**config.mk**
```make
export PLATFORM = sky130hd
export DESIGN_NAME = swog_ram
export DESIGN_NICKNAME = d
export VERILOG_FILES = /design/src/rtl/swog_ram.sv
export SDC_FILE = /design/constraint.sdc
export NUM_CORES = 1
export LEC_CHECK = 0
export BUFFER_PORTS_ARGS = -buffer_cell sky130_fd_sc_hd__buf_2
export CAP_MARGIN = 20
export CELL_PAD_IN_SITES_DETAIL_PLACEMENT = 0
export CELL_PAD_IN_SITES_GLOBAL_PLACEMENT = 2
export CORE_MARGIN = 5
export CORE_UTILIZATION = 45
export DETAILED_ROUTE_END_ITERATION = 10
export GPL_TIMING_DRIVEN = 1
export HOLD_SLACK_MARGIN = 0.02
export PLACE_DENSITY_LB_ADDON = 0.08
export SETUP_SLACK_MARGIN = 0.15
export SLEW_MARGIN = 15
export SYNTH_ARGS = -nofsm -noshare
export SYNTH_HDL_FRONTEND = slang
export SYNTH_SLANG_ARGS = --single-unit
```
**constraint.sdc**
```tcl
create_clock -name clk -period 6.5 [get_ports clk]
set_input_delay 1.3 -clock clk [delete_from_list [all_inputs] [get_ports clk]]
set_output_delay 1.3 -clock clk [all_outputs]
set_load 0.005 [all_outputs]
```
**src/rtl/swog_ram.sv**
```systemverilog
// generic single write port ram with registered read
module swog_ram #(
    parameter int WIDTH = 32,
    parameter int DEPTH = 16
) (
    input  logic                     clk,
    input  logic                     we,
    input  logic [$clog2(DEPTH)-1:0] waddr,
    input  logic [WIDTH-1:0]         wdata,
    input  logic [$clog2(DEPTH)-1:0] raddr,
    output logic [WIDTH-1:0]         rdata
);

    logic [WIDTH-1:0] mem [DEPTH];
    logic [WIDTH-1:0] rdata_reg;

    always_ff @(posedge clk)
    begin
        if (we)
        begin
            mem[waddr] <= wdata;
        end
        rdata_reg <= mem[raddr];
    end

    assign rdata = rdata_reg;

endmodule

```
; ---- Word-level counts from Yosys, hierarchy flattened
; Memories as Yosys holds them, arrays and structs flattened. A register that Yosys moved wholly into a read port is not among the register bits.
; Cells that the tools add are included.
[word_totals]
mem_count = 1
output_inout_bits = 32
ff_bits = 0
word_cells = 3
ram_bits = 512
[classes]
muxes = 2
[mem_list]
columns = name, words, word_bits, read_ports, rd_clocked_by_memory_dff, wr, line
row1 = mem, 16, 32, 1, 1, 1, 14  ; logic [WIDTH-1:0] mem [DEPTH];
[ops]
columns = operator, count
row1 = $mux 1, 2

; ---- Logic depth before layout (Yosys ltp)
[depth]
ltp_word = 2
mapped_depth = 5
mapped_depth_nobuf = 3

; ---- Least setup slack after synthesis
; No wires, ideal clock.
[synth_timing]
kind = input port to flip-flop
startpoint = input waddr[2]
endpoint = memory mem[0][0], enable pin
t_arrival_ns = 4.018
setup_time_ns = 0.461
stages = 2
path_buffers = 0
slack_ns = 2.020
path_cell_list = or3b_2 -> nor3_1
[synth_rtl]
columns = element, line
row1 = "start, declared", 8  ; input logic [$clog2(DEPTH)-1:0] waddr,
row2 = "end, declared", 14
; No word-level cell before the write port.

==> run metrics <==
Synth area leader edfxtp_1; first-pass GRT wire length between 60 and 70 mm; Core Box Area 0.0439 mm^2; number of flip-flops in the largest register 512; pwr dens 320 mW/mm^2; # IOs 74; pre-CTS WS ~2.8 ns; cell mode on critical path buf_4; count leader, synth edfxtp_1; Iter 0 DRT Violations ~770; hpwl dp 20.9 mm; Routed Antenna Nets 0; Die Wd 220 um; fin util a little over half; EDFF count, synth between 500 and 600; # DRC 0; Critical Path Start Type input pin; layout cells sized above 1 between 30% and 40%; RSZ-0062 raised after global routing no; Tmin final roughly 3.1 ns; gpl congestion 0.683; number of global-route vias before repair slightly below 10k; Clock transition at path regs roughly 0.060 ns; Hold Fails Final Rpt 0; hold crit path type register to register; CTS tree done; synth cell count leaders edfxtp_1 (512), mux4_2 (128), a22oi_1 (64), nand2_1 (33), dfxtp_1 (32); cell area after synthesis 0.0199 mm^2; register area share after synthesis about four fifths; top cells by area, synth edfxtp_1 (77%), mux4_2 (15%), dfxtp_1 (3.2%); CTS max path bufs 3; Layout Skew about 0.015 ns; Post-Synthesis Cells 838; Worst Setup End Kind register; final setup violation count 0; Layout Nets 990; PostCTS Resize Cnt 0; Pre-antenna DRT Iters 7; H-tree depth 2; clk root buf clkbuf_16; setup repair bufs after CTS 0; initial antenna violation count 3; total vias in the final route a little under 9k; WL per Instance 28.4 um; Max FO, Critical Path 64; Congestion Overflow GR 0; crit-path max cell delay approximately 0.76 ns; Max-slew headroom approximately 30%; WP data required about 7 ns; FP Rows between 70 and 80; Die H between 200 and 250 um; Post-synth ARST share 0%; CTS Hold Bufs 0; CTS buffer count 54; Top FF cell, synth edfxtp_1; P_leak around 7.3 nW; Port-buffer cells 73; crit-path cells buf_4 -> buf_4 -> mux4_2 -> a22oi_1 -> nand2_1; Setup WS post-layout 3.35 ns; status finished clean; flops & latches, synth around 540; die area approximately 0.048 mm^2; Setup CP Type input pin to register; Synth top area share around 77%; area grow syn2layout 15.1%; drt total wl 45.0 mm; CTS Sinks between 500 and 600; Max Freq 318 MHz; # diodes 0; Synthesized Nets 880; MaxCap Viol Count 0; Worst-Skew Late Latency 0.59 ns; Avg Inst Size Synth about 24 um^2; pin count of the biggest net entering global routing 80; Max Transition Viols Final 0; Tot Pwr roughly 7.3 mW; Starting Density 45.2%; total global-route track usage 18.9%; Vias/cell between 5 and 6; Slew @ Worst Pin between 1 and 1.5 ns; Arr. time, crit path 3.61 ns; peak supply drop approximately 0.25 mV; setup TNS 0 ns; Yosys cell types 18; slowest CP cell buf_4; final worst-path cycle share 48.4%; worst hold margin 0.667 ns; Synth warnings 0
==> layout by cell type (no fill, tap or decap), drive strengths merged <==
cell,n
or3b,1
mux4,128
nand3b,2
clkinvlp,2
bufinv,1
clkinv,7
edfxtp,512
nand2b,2
nor3,4
a22oi,64
buf,96
clkbuf,92
nor2b,2
and2,1
dfxtp,32
nand3,1
nand2,33
nor2,13
==> critical path, delay by kind of cell <==
| kind | cells | cell delay, ns |
|---|---|---|
| buffers and inverters | 2 | 1.52 |
| multiplexers | 1 | 0.41 |
| AO/OA/AOI/OAI | 1 | 0.20 |
| AND/OR/NAND/NOR | 1 | 0.08 |
==> worst paths after layout <==
kind                                     endpoint  slack [ns]             startpoint  depth (start not counted)
worst max-delay path            rdata[16]$_DFF_P_        3.35               raddr[1]                          5
worst min-delay path             rdata[4]$_DFF_P_        0.67    mem[6][4]$_DFFE_PP_                          3
worst max register to register  rdata[19]$_DFF_P_        5.18  mem[11][19]$_DFFE_PP_                          3
worst min register to register   rdata[4]$_DFF_P_        0.67    mem[6][4]$_DFFE_PP_                          3
==> kinds of logic after synthesis <==
group                  count (synthesis)  synth area share, %
DFF                                  544                 80.7
muxes                                128                 14.5
AOI/OAI and AO/OA                     64                 2.42
and+or+nand+nor                       59                 1.27
buffers and inverters                 43                 1.12
==> report_power, final <==
group / switching (mW) / internal [mW] / total (mW)
Combinational: 0.198 / 0.140 / 0.338
Sequential: 0.0234 / 3.92 / 3.95
Clock: 1.24 / 1.78 / 3.02
Total: 1.46 / 5.84 / 7.31
==> metal layers <==
metal,up-vias,wire length (um),track usage [%]
met5,-,26,0
met4,6,667,4.54
met3,56,2190,3.04
met2,228,23200,32.3
met1,4863,18900,26.0
li1,3794,-,-
==> metrics by stage <==
step	area [um^2]	std cells
final	22800	1585
after floorplan	19900	838
after detailed placement	21100	1483
after global routing	22800	1585
after CTS	22800	1584
after global placement	21100	1483
==> area by class of cell <==
class | count | area [um^2]
multi-input combinational | 251 | 3750
timing repair buffer | 97 | 589
tap | 592 | 741
clock buffer | 91 | 1670
sequential | 544 | 16000
fill | 3444 | 21100
clock inverter | 10 | 76.3
Note: power is estimated with default switching activity, not from simulation.
