`config.mk`:
```
export PLATFORM = sky130hd
export DESIGN_NAME = swog_div
export DESIGN_NICKNAME = d
export VERILOG_FILES = /design/src/rtl/swog_pkg.sv /design/src/rtl/swog_div.sv
export SDC_FILE = /design/constraint.sdc
export NUM_CORES = 1
export LEC_CHECK = 0
export BUFFER_PORTS_ARGS = -buffer_cell sky130_fd_sc_hd__buf_2
export CORE_MARGIN = 2
export CORE_UTILIZATION = 50
export DETAILED_ROUTE_END_ITERATION = 8
export PLACE_DENSITY = 0.92
export SLEW_MARGIN = 20
export SYNTH_ARGS = -nofsm -noshare
export SYNTH_HDL_FRONTEND = slang
export SYNTH_SLANG_ARGS = --single-unit
```
`constraint.sdc`:
```
create_clock -name clk -period 4.03 [get_ports clk]
set_clock_uncertainty 0.1 [all_clocks]
set_input_delay 0.6045 -clock clk [delete_from_list [all_inputs] [get_ports clk]]
set_output_delay 0.6045 -clock clk [all_outputs]
set_load 0.01 [all_outputs]
```
`src/rtl/swog_pkg.sv`:
```
// shared types, constants and helpers for the sliding window outlier gate
package swog_pkg;

    localparam int WINDOW_MAX_DEF   = 16;
    localparam int SAMPLE_WIDTH_DEF = 32;

    localparam int CFG_IDX_W = 3;
    localparam int CFG_W     = 31;

    localparam logic [30:0] ABS_THRESHOLD_RST = 31'h7FFF_FFFF;
    localparam logic [15:0] OUTLIER_GAIN_RST  = 16'd512;
    localparam logic [4:0]  WINDOW_LEN_RST    = 5'd16;
    localparam logic [31:0] FACTOR_ONE        = 32'd256;
    localparam int          SQ_SHIFT          = 15;
    localparam int          GAIN_SHIFT        = 8;

    typedef enum logic [CFG_IDX_W-1:0] {
        REG_ABS_THRESHOLD = 3'd0,
        REG_OUTLIER_GAIN  = 3'd1,
        REG_MIN_BAND      = 3'd2,
        REG_WINDOW_LEN    = 3'd3,
        REG_ADAPTIVE_MODE = 3'd4,
        REG_UPPER_ONLY    = 3'd5
    } cfg_reg_t;

    typedef enum logic [3:0] {
        ST_IDLE,
        ST_CHECK,
        ST_RDOLD,
        ST_SUBOLD,
        ST_ADD,
        ST_ADD2,
        ST_DIV,
        ST_MSQ,
        ST_VAR,
        ST_ROOT,
        ST_BAND,
        ST_BAND2,
        ST_OUT
    } state_t;

    typedef struct packed {
        logic start;
        logic busy;
    } unit_ctl_t;

    function automatic logic [31:0] mag32(input logic signed [31:0] v);
        logic [31:0] r;
        r = v[31] ? 32'(-v) : 32'(v);
        return r;
    endfunction

endpackage

```
`src/rtl/swog_div.sv`:
```
// unsigned restoring divider, one quotient bit per cycle
module swog_div #(
    parameter int N = 52,
    parameter int D = 5
) (
    input  logic                     clk,
    input  logic                     rst_n,
    input  swog_pkg::unit_ctl_t      ctl_in,
    output swog_pkg::unit_ctl_t      ctl_out,
    input  logic [N-1:0]             dividend,
    input  logic [D-1:0]             divisor,
    output logic [N-1:0]             quotient
);

    localparam int CW = $clog2(N + 1);

    logic [N-1:0]  quo_reg, quo_next;
    logic [D:0]    rem_reg, rem_next;
    logic [D-1:0]  dvs_reg, dvs_next;
    logic [CW-1:0] cnt_reg, cnt_next;
    logic [D:0]    trial;

    always_comb
    begin
        quo_next = quo_reg;
        rem_next = rem_reg;
        dvs_next = dvs_reg;
        cnt_next = cnt_reg;
        trial    = {rem_reg[D-1:0], quo_reg[N-1]};
        if (ctl_in.start)
        begin
            quo_next = dividend;
            rem_next = '0;
            dvs_next = divisor;
            cnt_next = CW'(N);
        end
        else if (cnt_reg != '0)
        begin
            if (trial >= {1'b0, dvs_reg})
            begin
                rem_next = trial - {1'b0, dvs_reg};
                quo_next = {quo_reg[N-2:0], 1'b1};
            end
            else
            begin
                rem_next = trial;
                quo_next = {quo_reg[N-2:0], 1'b0};
            end
            cnt_next = cnt_reg - 1'b1;
        end
    end

    always_ff @(posedge clk or negedge rst_n)
    begin
        if (!rst_n)
        begin
            cnt_reg <= '0;
        end
        else
        begin
            cnt_reg <= cnt_next;
        end
    end

    always_ff @(posedge clk)
    begin
        quo_reg <= quo_next;
        rem_reg <= rem_next;
        dvs_reg <= dvs_next;
    end

    assign quotient      = quo_reg;
    assign ctl_out.start = 1'b0;
    assign ctl_out.busy  = (cnt_reg != '0);

endmodule

```
After elaboration in Yosys (flattened, before gate mapping)

Cells that the tools add are included.

Order comparisons: 1
Add/sub/neg operators: 2
Reductions and logical operators: 2
Multiplexer cells: 6

Operators by type and width:

| operator            | count |
|---|---|
| $mux 52             | 2 |
| $mux 6              | 2 |
| $ge 6x5->1          | 1 |
| $reduce_bool 6->1   | 1 |
| $sub 6x1->6 const B | 1 |
| $mux 5              | 1 |
| $sub 5x5->5         | 1 |
| $reduce_bool 2->1   | 1 |
| $mux 1              | 1 |

Input bits: 61
Output and inout port bits: 54
Word-level logic and storage cells: 15
Bits in registers: 68

Logic depth before layout (Yosys ltp)

Depth after elaboration: 4
Mapped depth: 8
Mapped depth without buffers: 8

Least setup slack after synthesis

No wires, ideal clock.

Path kind: input-to-reg
Start: input ctl_in[1] (netlist bit)
End: register quo_reg[0] (netlist: quotient[0]) (enable)
Setup time: 0.406 ns
Required time: 3.524 ns
Path slack: 1.428 ns
Stages: 4
Path buffers: 2
Data arrival time: 2.096 ns
Cell sequence: buf_2 > buf_2 > nor2_1 > inv_1

Cells in the longest elaborated chain, start to end: 1

RTL lines:

| item                               | RTL line       | RTL |
|---|---|---|
| start: declaration                 | swog_div.sv:8  | `input swog_pkg::unit_ctl_t ctl_in,` |
| $reduce_bool 2->1 (no source line) | -              |  |
| end signal: assignment             | swog_div.sv:67 | `quo_reg <= quo_next;` |
| end: declaration                   | swog_div.sv:17 | `logic [N-1:0] quo_reg, quo_next;` |

No other way between the ends.
A chain may end at the register's enable or synchronous reset.

Worst setup path after layout

Start: register cnt_reg[0]
End: register quo_reg[0] (netlist: quotient[0]) (enable)

Cells in the longest elaborated chain, start to end: 2

RTL lines:

| item                               | RTL line       | RTL |
|---|---|---|
| start: declaration                 | swog_div.sv:20 | `logic [CW-1:0] cnt_reg, cnt_next;` |
| start signal: assignment           | swog_div.sv:61 | `cnt_reg <= cnt_next;` |
| $reduce_bool 6->1                  | swog_div.sv:37 | `else if (cnt_reg != '0)` |
| $reduce_bool 2->1 (no source line) | -              |  |

No other way between the ends.

==> impl_metrics.json <==
{
  "status": "complete, no violations",
  "final_hold_viol_count": 0,
  "synth_top_area_share_pct": 54.2,
  "clk_pin_slew_worst_paths_ns": 0.07,
  "final.fill_count": 439,
  "regArea_sq_um": 1960,
  "htreeDepth": 3,
  "die_h_um": 83.5,
  "drtAntennaViolNets": 0,
  "dpl.hpwl_um": 4660,
  "hold_slack_ns": 0.332,
  "synth_edf_count": 57,
  "r2r_start": "cnt_reg[0]",
  "fin_nets": 395,
  "grt_pass1_wl_um": 11200,
  "coreArea_sq_um": 6030,
  "slew_headroom_pct": 42.6,
  "grt_max_degree": 72,
  "r2r_end": "quotient[0]",
  "tightest_slew_ns": 0.859,
  "wire_per_inst_um": 16.2,
  "cts_tree": "yes",
  "finalSetupViolCount": 0,
  "min_to": "dvs_reg[3]",
  "via_per_inst": 5.30,
  "ys_seq_area_share_pct": 62.1,
  "cts_buffer_depth": 2,
  "diodes": 0,
  "preCtsSetupSlack_ns": 1.46,
  "synth_area_per_cell_sq_um": 15.0,
  "power_leakage_nw": 1.71,
  "ys_ff_latch": 68,
  "drt_iter0_markers": 99,
  "start_util_pct": 52.4,
  "cts_resized": 0,
  "ir_drop_mv": 0.408,
  "synth_area_leaders": "edfxtp_1 54%, mux2_2 18%, dfrtp_1 4.8%",
  "r2r_slack_ns": 1.16,
  "hold_path_depth": 1,
  "io_buffers": 112,
  "layout-drive-gt1-share_pct": 55.0,
  "die-area_sq_um": 6970,
  "route.detailed.drc": 0,
  "drt_first_pass_iters": 4,
  "largest_reg_flops": 52,
  "synth_cell_types": 41,
  "yosys_most_used_dff": "edfxtp_1",
  "power_density_nw_per_um2": 483,
  "fmax_mhz": 348,
  "min_path_type": "in -> reg",
  "insertion_delay_ns": 0.34,
  "syn_nets": 279,
  "layout_setup_ws_ns": 1.16,
  "final_common_cell": "buf_2",
  "cp-end-kind": "register",
  "antenna_found_initial": 0,
  "placedCellCount": 389,
  "worstPathCellList": "inv_1 > ha_1 > nor2b_1 > nand2_2 > nor2_1 > clkinv_2",
  "maxCapViolCount": 0,
  "synthAdderAreaFrac_pct": 3.41,
  "stdcell_count": 406,
  "final_cell_mix": "112 x buf_2, 57 x edfxtp_1, 51 x mux2_2, 12 x inv_1, 11 x nor2_1",
  "yosys.area_share.xor_xnor_pct": 1.11,
  "numCtsBuffers": 9,
  "cts_hold_buf": 1,
  "setup-tns-final_ns": 0,
  "gr-total-overflow": 0,
  "start_kind": "register",
  "async_reset_ff_share_pct": 8.82,
  "cp.required_ns": 3.75,
  "synth_top_family_by_area": "multiplexers",
  "rsz0062_at_grt": "false",
  "multiInputGateArea_sq_um": 1090,
  "synth-simple-area-share_pct": 4.48,
  "cts_setup_buffers": 0,
  "die_x_um": 83.5,
  "yosysWarnings": 0,
  "fin_area_sq_um": 3960,
  "grt_pass1_vias": 2380,
  "synth_top_area_cell": "edfxtp_1",
  "finalCriticalPeriod_ns": 2.87,
  "worstPathArrival_ns": 2.60,
  "drt_wl_total_um": 6590,
  "hp-start": "divisor[3]",
  "critPathKind": "reg -> reg",
  "cp_slowest_cell": "clkinv_2",
  "synth_compound_gate_area_share_pct": 7.05,
  "reg2reg_depth": 6,
  "max_stage_delay_ns": 0.72,
  "critPathBufInv": 2,
  "syn_inst": 210,
  "dpl_cell_area_sq_um": 3770,
  "muxShareOfSynthArea_pct": 18.5,
  "root_buffer": "clkbuf_8",
  "numClockSinks": 68,
  "drv_slew": 0,
  "syn2layout_area_growth_pct": 25.5,
  "period_share_pct": 71.3,
  "worstSetupStartpoint": "cnt_reg[0]",
  "grt_use_total_pct": 20.5,
  "vias": 2152,
  "crit_family": "buffers and inverters",
  "place.gp.congestion": 0.790,
  "ios": 115,
  "syn-cell-area_sq_um": 3160,
  "rows": 28,
  "worstPathMaxFanout": 52
}
==> logic make-up (layout without fill, tap and decap cells) <==
logic type | after synthesis | count (layout)
flip-flops | 68 | 68
AND/OR/NAND/NOR | 26 | 26
other | 1 | 1
AO/OA/AOI/OAI | 29 | 29
multiplexers | 52 | 52
XOR/XNOR | 4 | 4
buffers and inverters | 22 | 143
adder cells (fa/ha/maj) | 8 | 8
==> per-layer routing <==
layer,GRT usage [%],share of wire [%],vias up
met5,0,0,-
met4,9.38,1.9,0
met3,8.41,8.8,10
met2,33.8,49,92
met1,23.4,40,1023
li1,-,-,1027
==> metrics by stage <==
stage / power [mW] / utilization [%]
2_1_floorplan: 1.23 / -
6_report: 1.91 / 65.8
4_1_cts: 1.92 / 65.7
3_3_place_gp: 1.36 / 62.5
5_1_grt: 2.02 / 65.8
3_5_place_dp: 1.38 / 62.5
==> cell usage after synthesis (2+ instances only) <==
library cell and instances:
o211ai_1 3, dfrtp_1 6, edfxtp_1 57, nand3_1 2, or3_1 2, mux2_2 51
nor2_1 11, a21o_1 3, dfxtp_1 5, a21oi_1 5, nand2_1 2, nand4_1 2
buf_2 6, a211oi_1 2, ha_1 7, xnor2_1 4, o21ai_0 3, a311oi_1 3
nor2b_1 2, inv_1 13
==> worst register-to-register path, cell delays in order (launching register included) <==
cell and delay, ns:
dfrtp_1 0.43, inv_1 0.11, ha_1 0.17, nor2b_1 0.30
nand2_2 0.26, nor2_1 0.25, clkinv_2 0.72
==> layout make-up <==
type	count	area share, %
flip-flops and latches	68	49.5
clock buffers	11	3.32
inverters	13	1.26
clock inverters	5	1.33
repair buffers	114	14.6
multi-input cells	120	27.6
well taps	75	2.37
==> report_power, final <==
group	leakage (nW)	total [mW]	internal, mW	switching [mW]
Combinational	0.912	0.450	0.220	0.230
Clock	0.0846	0.536	0.282	0.254
Sequential	0.709	0.927	0.865	0.0624
Total	1.71	1.91	1.37	0.546
==> how the worst max path moves through the flow <==
stage	endpoint	slack [ns]	cells after the start
CTS	quotient[0]	1.46	6
floorplan	quotient[0]	1.43	4
finish	quotient[0]	1.16	6
global placement	quotient[0]	1.54	6
detailed placement	quotient[51]	1.46	6
global route	quotient[0]	0.87	6
Power figures use the tool's default switching activity.
