==> src/rtl/swog_pkg.sv <==
// shared types, constants and helpers for the sliding window outlier gate
package swog_pkg;

    localparam int WINDOW_MAX_DEF   = 16;
    localparam int SAMPLE_WIDTH_DEF = 32;

    localparam int CFG_IDX_W = 3;
    localparam int CFG_W     = 31;

    localparam logic [30:0] ABS_THRESHOLD_RST = 31'h7FFF_FFFF;
    localparam logic [15:0] OUTLIER_GAIN_RST  = 16'd512;
    localparam logic [4:0]  WINDOW_LEN_RST    = 5'd16;
    localparam logic [31:0] FACTOR_ONE        = 32'd256;
    localparam int          SQ_SHIFT          = 15;
    localparam int          GAIN_SHIFT        = 8;

    typedef enum logic [CFG_IDX_W-1:0] {
        REG_ABS_THRESHOLD = 3'd0,
        REG_OUTLIER_GAIN  = 3'd1,
        REG_MIN_BAND      = 3'd2,
        REG_WINDOW_LEN    = 3'd3,
        REG_ADAPTIVE_MODE = 3'd4,
        REG_UPPER_ONLY    = 3'd5
    } cfg_reg_t;

    typedef enum logic [3:0] {
        ST_IDLE,
        ST_CHECK,
        ST_RDOLD,
        ST_SUBOLD,
        ST_ADD,
        ST_ADD2,
        ST_DIV,
        ST_MSQ,
        ST_VAR,
        ST_ROOT,
        ST_BAND,
        ST_BAND2,
        ST_OUT
    } state_t;

    typedef struct packed {
        logic start;
        logic busy;
    } unit_ctl_t;

    function automatic logic [31:0] mag32(input logic signed [31:0] v);
        logic [31:0] r;
        r = v[31] ? 32'(-v) : 32'(v);
        return r;
    endfunction

endpackage

==> src/rtl/swog_sqrt.sv <==
// integer square root of a 64 bit value, one result bit per cycle
module swog_sqrt (
    input  logic                clk,
    input  logic                rst_n,
    input  swog_pkg::unit_ctl_t ctl_in,
    output swog_pkg::unit_ctl_t ctl_out,
    input  logic [63:0]         radicand,
    output logic [31:0]         root
);

    logic [63:0] v_reg, v_next;
    logic [63:0] res_reg, res_next;
    logic [63:0] bit_reg, bit_next;
    logic [63:0] trial;

    always_comb
    begin
        v_next   = v_reg;
        res_next = res_reg;
        bit_next = bit_reg;
        trial    = res_reg + bit_reg;
        if (ctl_in.start)
        begin
            v_next   = radicand;
            res_next = '0;
            bit_next = 64'h4000_0000_0000_0000;
        end
        else if (bit_reg != '0)
        begin
            if (v_reg >= trial)
            begin
                v_next   = v_reg - trial;
                res_next = (res_reg >> 1) + bit_reg;
            end
            else
            begin
                res_next = res_reg >> 1;
            end
            bit_next = bit_reg >> 2;
        end
    end

    always_ff @(posedge clk or negedge rst_n)
    begin
        if (!rst_n)
        begin
            bit_reg <= '0;
        end
        else
        begin
            bit_reg <= bit_next;
        end
    end

    always_ff @(posedge clk)
    begin
        v_reg   <= v_next;
        res_reg <= res_next;
    end

    assign root          = res_reg[31:0];
    assign ctl_out.start = 1'b0;
    assign ctl_out.busy  = (bit_reg != '0);

endmodule
==> config.mk <==
export PLATFORM = sky130hd
export DESIGN_NAME = swog_sqrt
export DESIGN_NICKNAME = d
export VERILOG_FILES = /design/src/rtl/swog_pkg.sv /design/src/rtl/swog_sqrt.sv
export SDC_FILE = /design/constraint.sdc
export NUM_CORES = 1
export LEC_CHECK = 0
export BUFFER_PORTS_ARGS = -buffer_cell sky130_fd_sc_hd__buf_2
export CAP_MARGIN = 20
export CORE_ASPECT_RATIO = 1.5
export CORE_UTILIZATION = 50
export CTS_BUF_LIST = sky130_fd_sc_hd__clkbuf_4 sky130_fd_sc_hd__clkbuf_8
export CTS_CLUSTER_SIZE = 8
export DETAILED_ROUTE_END_ITERATION = 7
export PLACE_DENSITY_LB_ADDON = 0.1
export SLEW_MARGIN = 10
export SYNTH_ARGS = -nofsm -noshare
export SYNTH_HDL_FRONTEND = slang
export SYNTH_SLANG_ARGS = --single-unit
==> constraint.sdc <==
create_clock -name clk -period 7.35 [get_ports clk]
set_input_delay 1.47 -clock clk [delete_from_list [all_inputs] [get_ports clk]]
set_output_delay 1.47 -clock clk [all_outputs]
set_load 0.01 [all_outputs]
# ---- Word level (Yosys, flattened, before mapping)
# Index checks and enable logic that the tools add are counted.
dict set report word_totals {
  ff_bits 192
  inputBits 68
  output_inout_bits 34
  word_cells 17
}
dict set report op_classes {
  n_addsub 3
  order_cmp 1
  mux 6
  reduce_logical 4
}
# operator n
set op_table {}
lappend op_table {{64-bit two-way mux} 6}
lappend op_table {{63-bit by 64-bit adder with 64-bit output} 1}
lappend op_table {{64-bit adder} 1}
lappend op_table {{64-bit >= comparator} 1}
lappend op_table {{64-bit nonzero test} 1}
lappend op_table {{64-bit subtractor} 1}
lappend op_table {{2-bit nonzero test} 2}
lappend op_table {{2-bit AND reduction} 1}

# ---- Depth between registers and ports, before layout
dict set report logic_depth {
  ltp_word 5
  ltp_mapped 24
  ltp_nobuf 21
}

# ---- Least setup slack after synthesis
# No wires, ideal clock.
dict set report synth_path {
  path_type {register to register}
  start {register bit_reg[2]}
  end {register v_reg[0] (enable)}
  setup_time_ns 0.424
  arrival_time_ns 5.927
  t_required_ns 6.926
  path_slack_ns 0.999
  stages_incl_launch_ff 21
  path_buffers 1
  period_less_slack_ns 6.351
  path_cell_list {dfrtp_1 -> ha_1 -> a31oi_1 -> a211oi_1 -> a311oi_1 -> o31ai_1 -> a31o_2 -> a21oi_1 -> o21bai_1 -> a21oi_1 -> xor2_1 -> ha_1 -> clkbuf_1 -> nand2_1 -> nor2_1 -> and3_1 -> nand2_1 -> a2111o_1 -> a41oi_2 -> o21ai_0 -> nand2_1}
}
dict set report synth_via {
  elab_chain_len 4
  elab_cells_between_ends 6
  cone_classes {1 x add/sub; 1 x order compare; 4 x reduce/logical}
}
# element line
set synth_rtl {}
lappend synth_rtl {{from (decl)} swog_sqrt.sv:13} ;# logic [63:0] bit_reg, bit_next;
lappend synth_rtl {{from (signal assigned)} swog_sqrt.sv:51} ;# bit_reg <= bit_next;
lappend synth_rtl {{64-bit adder} swog_sqrt.sv:21} ;# trial = res_reg + bit_reg;
lappend synth_rtl {{64-bit >= comparator} swog_sqrt.sv:30} ;# if (v_reg >= trial)
lappend synth_rtl {{2-bit nonzero test (no line)} --}
lappend synth_rtl {{2-bit AND reduction (no line) (*)} --}
lappend synth_rtl {{to (signal assigned)} swog_sqrt.sv:57} ;# v_reg <= v_next;
lappend synth_rtl {{to (decl)} swog_sqrt.sv:11} ;# logic [63:0] v_reg, v_next;
# Every way passes the cells marked *; elsewhere a longest branch is shown, timed or not.
# A chain may end at the register's enable or synchronous reset.

# ---- Final worst setup path
dict set report layout_path {
  start {register bit_reg[2]}
  end {register res_reg[24]}
}
dict set report layout_via {
  elab_chain_len 3
  elab_cells_between_ends 5
  cone_classes {2 x add/sub; 1 x order compare; 1 x mux; 1 x reduce/logical}
}
# element line
set layout_rtl {}
lappend layout_rtl {{64-bit adder} swog_sqrt.sv:21}
lappend layout_rtl {{64-bit >= comparator} swog_sqrt.sv:30}
lappend layout_rtl {{64-bit two-way mux} swog_sqrt.sv:30}
lappend layout_rtl {{to (signal assigned)} swog_sqrt.sv:58} ;# res_reg <= res_next;
lappend layout_rtl {{to (decl)} swog_sqrt.sv:12} ;# logic [63:0] res_reg, res_next;
# Parallel ways exist; a longest one is shown, timed or not.

==> results.cfg <==
[run_status]
status = finished, final reports clean

[synthesis]
synth_area_leaders = edfxtp_1 (12%), ha_1 (10%), dfxtp_1 (8.2%)
synth-seq-area-share_pct = 25.7
yosysTopAreaCellShare_pct = 12.3
synth.avg_cell_area_um2 = 7.84
synth_edf_count = 64
yosysTopAreaCell = edfxtp_1
synth_ff_type = edfxtp_1
syn-cell-area_mm2 = 0.0156
synth.distinct_cells = 84
ys_ff_latch = 160
ys.warnings.count = 0
syn_inst = 1988
syn_nets = 2187
synthArstFlopShare_pct = 20.0

[placed_design]
place_area_mm2 = 0.0161
port_buffers = 99
dpl.hpwl_um = 38600
place.gp.congestion = 0.958

[cts]
cts_max_level = 4
cts_buffer_depth = 2
clkLatencyLatePin_ns = 0.52
tritoncts = done
post-cts-setup-buffers = 0
cts.sinks = 160
cts-buffers-inserted = 17
cts-root-buf = clkbuf_8
cts_hold_buf = 0
path_clk_slew_ns = 0.09
post_cts_resized = 0

[floorplanning]
num_rows = 78
fp.dieH_um = 218
start_util_pct = 51.2
core_mm2 = 0.0304
io_pins = 102
fp.dieW_um = 146
dieArea_mm2 = 0.0319

[setup_path]
crit_required_ns = 7.78
cpMaxStageDelayCell = a211oi_1
slowest_delay_ns = 0.84
cp_cell_sequence = ha_1, a31oi_1, a211oi_1, a311oi_1, o31ai_1, a31o_2, a21oi_1, o21bai_1, a31oi_1, xor2_1, ha_1, a21o_1, a211o_1, a21oi_1, o21a_1, a2111o_1, a41oi_2, buf_12, nor2_2, buf_4, o21ai_0, a221oi_2
cp_max_fo = 36
worstSetupEndpointType = register
crit_type = register to register
critPathLaunchType = register
critPathArrivalTime_ns = 7.35

[power_and_ir_drop]
p_sw_share_pct = 49.3
comb_power_share_pct = 63.9
p_leak_nw = 6.60
cellPowerDensity_mw_per_mm2 = 397
clock_power_share_pct = 11.9
p_int_mw = 3.34
ir_drop_v = 0.000269
switchingPower_mw = 3.25
pwr-share-seq_pct = 24.2

[final_layout]
layout-drive-gt1-share_pct = 9.97
n_antenna_cell = 0
layout.nets = 2192
multi_input_area_mm2 = 0.0107
ff_latch_area_mm2 = 0.00400
design_area_mm2 = 0.0166
syn2layout_area_growth_pct = 6.47
fill_cells = 2999

[global_route]
antenna_found_initial = 0
grt_pass1_vias = 15400
grt_max_degree = 166
gr-usage-all-layers_pct = 31.6
grt_remaining_overflow = 0
grt_first_pass_wirelength_um = 79400

[timing]
finalSetupViolations = 0
maxClockFrequency_mhz = 144
slew_headroom_pct = 28.7
slew_viol_final = 0
hold_viol = 0
finalCritPeriodShare_pct = 94.3
fin_setup_tns_ns = 0
tightestPinTransition_ns = 1.07
period_minus_slack_ns = 6.93
skew_ns = 0.0213
rsz0062_at_grt = false

[routing]
dr.pass1.iters = 5
drtIter0Drc = 973
routedWlPerCell_um = 20.9
drc = 0
vias_per_cell = 6.38
wirelength_um = 50400
detail-route-antenna-nets = 0
vias = 15400

[min_path]
hp-class = register to register

[flow_run]
cap_violations = 0
[kinds of logic (layout without fill, tap and decap cells)]
family          Yosys count  count (layout)  share of synthesized area (%)
compound gates          682             682                           28.3
simple gates            661             661                           20.4
buf+inv                 190             208                           5.62
flops                   160             160                           25.7
xor+xnor                145             145                           8.15
fa+ha+maj               131             131                           10.6
mux                      18              18                           1.23
other cells               1               1                         0.0241
[power groups by stage]
stage          clock (mW)  combinational, mW  sequential (mW)
2_1_floorplan           0               3.22             1.47
3_3_place_gp            0               4.12             1.60
3_5_place_dp            0               4.16             1.60
4_1_cts             0.798               4.18             1.59
5_1_grt             0.823               4.65             1.62
6_report            0.787               4.22             1.59
[cells in the mapped netlist (17+ instances only)]
library cell / count
o21ai_0: 190
nor4_1: 17
nor2b_1: 40
buf_4: 36
xor2_1: 71
nand4_1: 41
nor3_1: 35
a31oi_1: 62
or3_1: 20
dfrtp_1: 32
ha_1: 130
clkbuf_1: 80
a21oi_1: 139
dfxtp_1: 64
and3_1: 28
o31ai_1: 22
a21o_1: 33
nand2_1: 231
o21bai_1: 34
a211oi_1: 43
xnor2_1: 74
nor2_1: 138
a311oi_1: 18
nand3_1: 41
edfxtp_1: 64
and2_1: 19
inv_1: 52
[layer usage]
layer	global-route usage (%)	vias to the layer above	share of wire (%)
met3	3.11	150	3.7
met4	19.7	0	5.6
li1	-	7417	-
met1	33.0	7327	38
met2	60.2	459	53
met5	0	-	0
[placed cells by master (no fill, tap or decap), drive strengths merged, types with 40 or more instances in the layout]
master / synthesis / layout
nand4: 41 / 41
nor2: 139 / 139
edfxtp: 64 / 64
o21ai: 195 / 195
dfxtp: 64 / 64
ha: 130 / 130
nor2b: 40 / 40
xnor2: 74 / 74
nand2: 231 / 231
nand3: 41 / 41
inv: 53 / 53
a31oi: 62 / 62
a211oi: 43 / 43
a21oi: 139 / 139
buf: 54 / 123
xor2: 71 / 71
[worst max-delay path, delay by kind of cell (launching register included)]
kind	cells	cell delay [ns]
fa+ha+maj	2	0.74
flops	1	0.42
compound gates	16	4.10
buf+inv	2	0.56
simple gates	1	0.80
xor+xnor	1	0.18
[per-stage QoR]
step	power (mW)	setup WS [ns]	util (%)	cells	hold slack, ns
finish	6.60	0.423	54.5	2406	0.524
global route	7.10	0.00373	54.5	2406	0.538
CTS	6.57	0.501	54.5	2406	0.528
detailed placement	5.77	0.553	53.0	2374	0.516
global placement	5.73	0.596	53.0	2374	0.508
floorplan	4.69	0.999	-	1988	0.488
[worst paths after layout]
check                                         from                  endpoint  slack (ns)  cells after the start
max in group asynchronous                    rst_n   bit_reg[38]$_DFFE_PN0P_        5.76                      1
hold / removal             res_reg[0]$_SDFFE_PP0P_   res_reg[0]$_SDFFE_PP0P_        0.52                      2
setup reg to reg            bit_reg[2]$_DFFE_PN0P_  res_reg[24]$_SDFFE_PP0P_        0.42                     22
hold reg to reg            res_reg[0]$_SDFFE_PP0P_   res_reg[0]$_SDFFE_PP0P_        0.52                      2
setup / recovery            bit_reg[2]$_DFFE_PN0P_  res_reg[24]$_SDFFE_PP0P_        0.42                     22
min in group asynchronous                    rst_n    bit_reg[2]$_DFFE_PN0P_        1.04                      1
[area by class of cell]
class	instances	area share [%]
multi-input combinational	1638	64.6
inverter	53	1.21
timing repair buffer	123	4.34
clock inverter	9	0.927
clock buffer	23	1.83
tap	400	3.02
sequential	160	24.1
(Power assumes the default switching activity.)
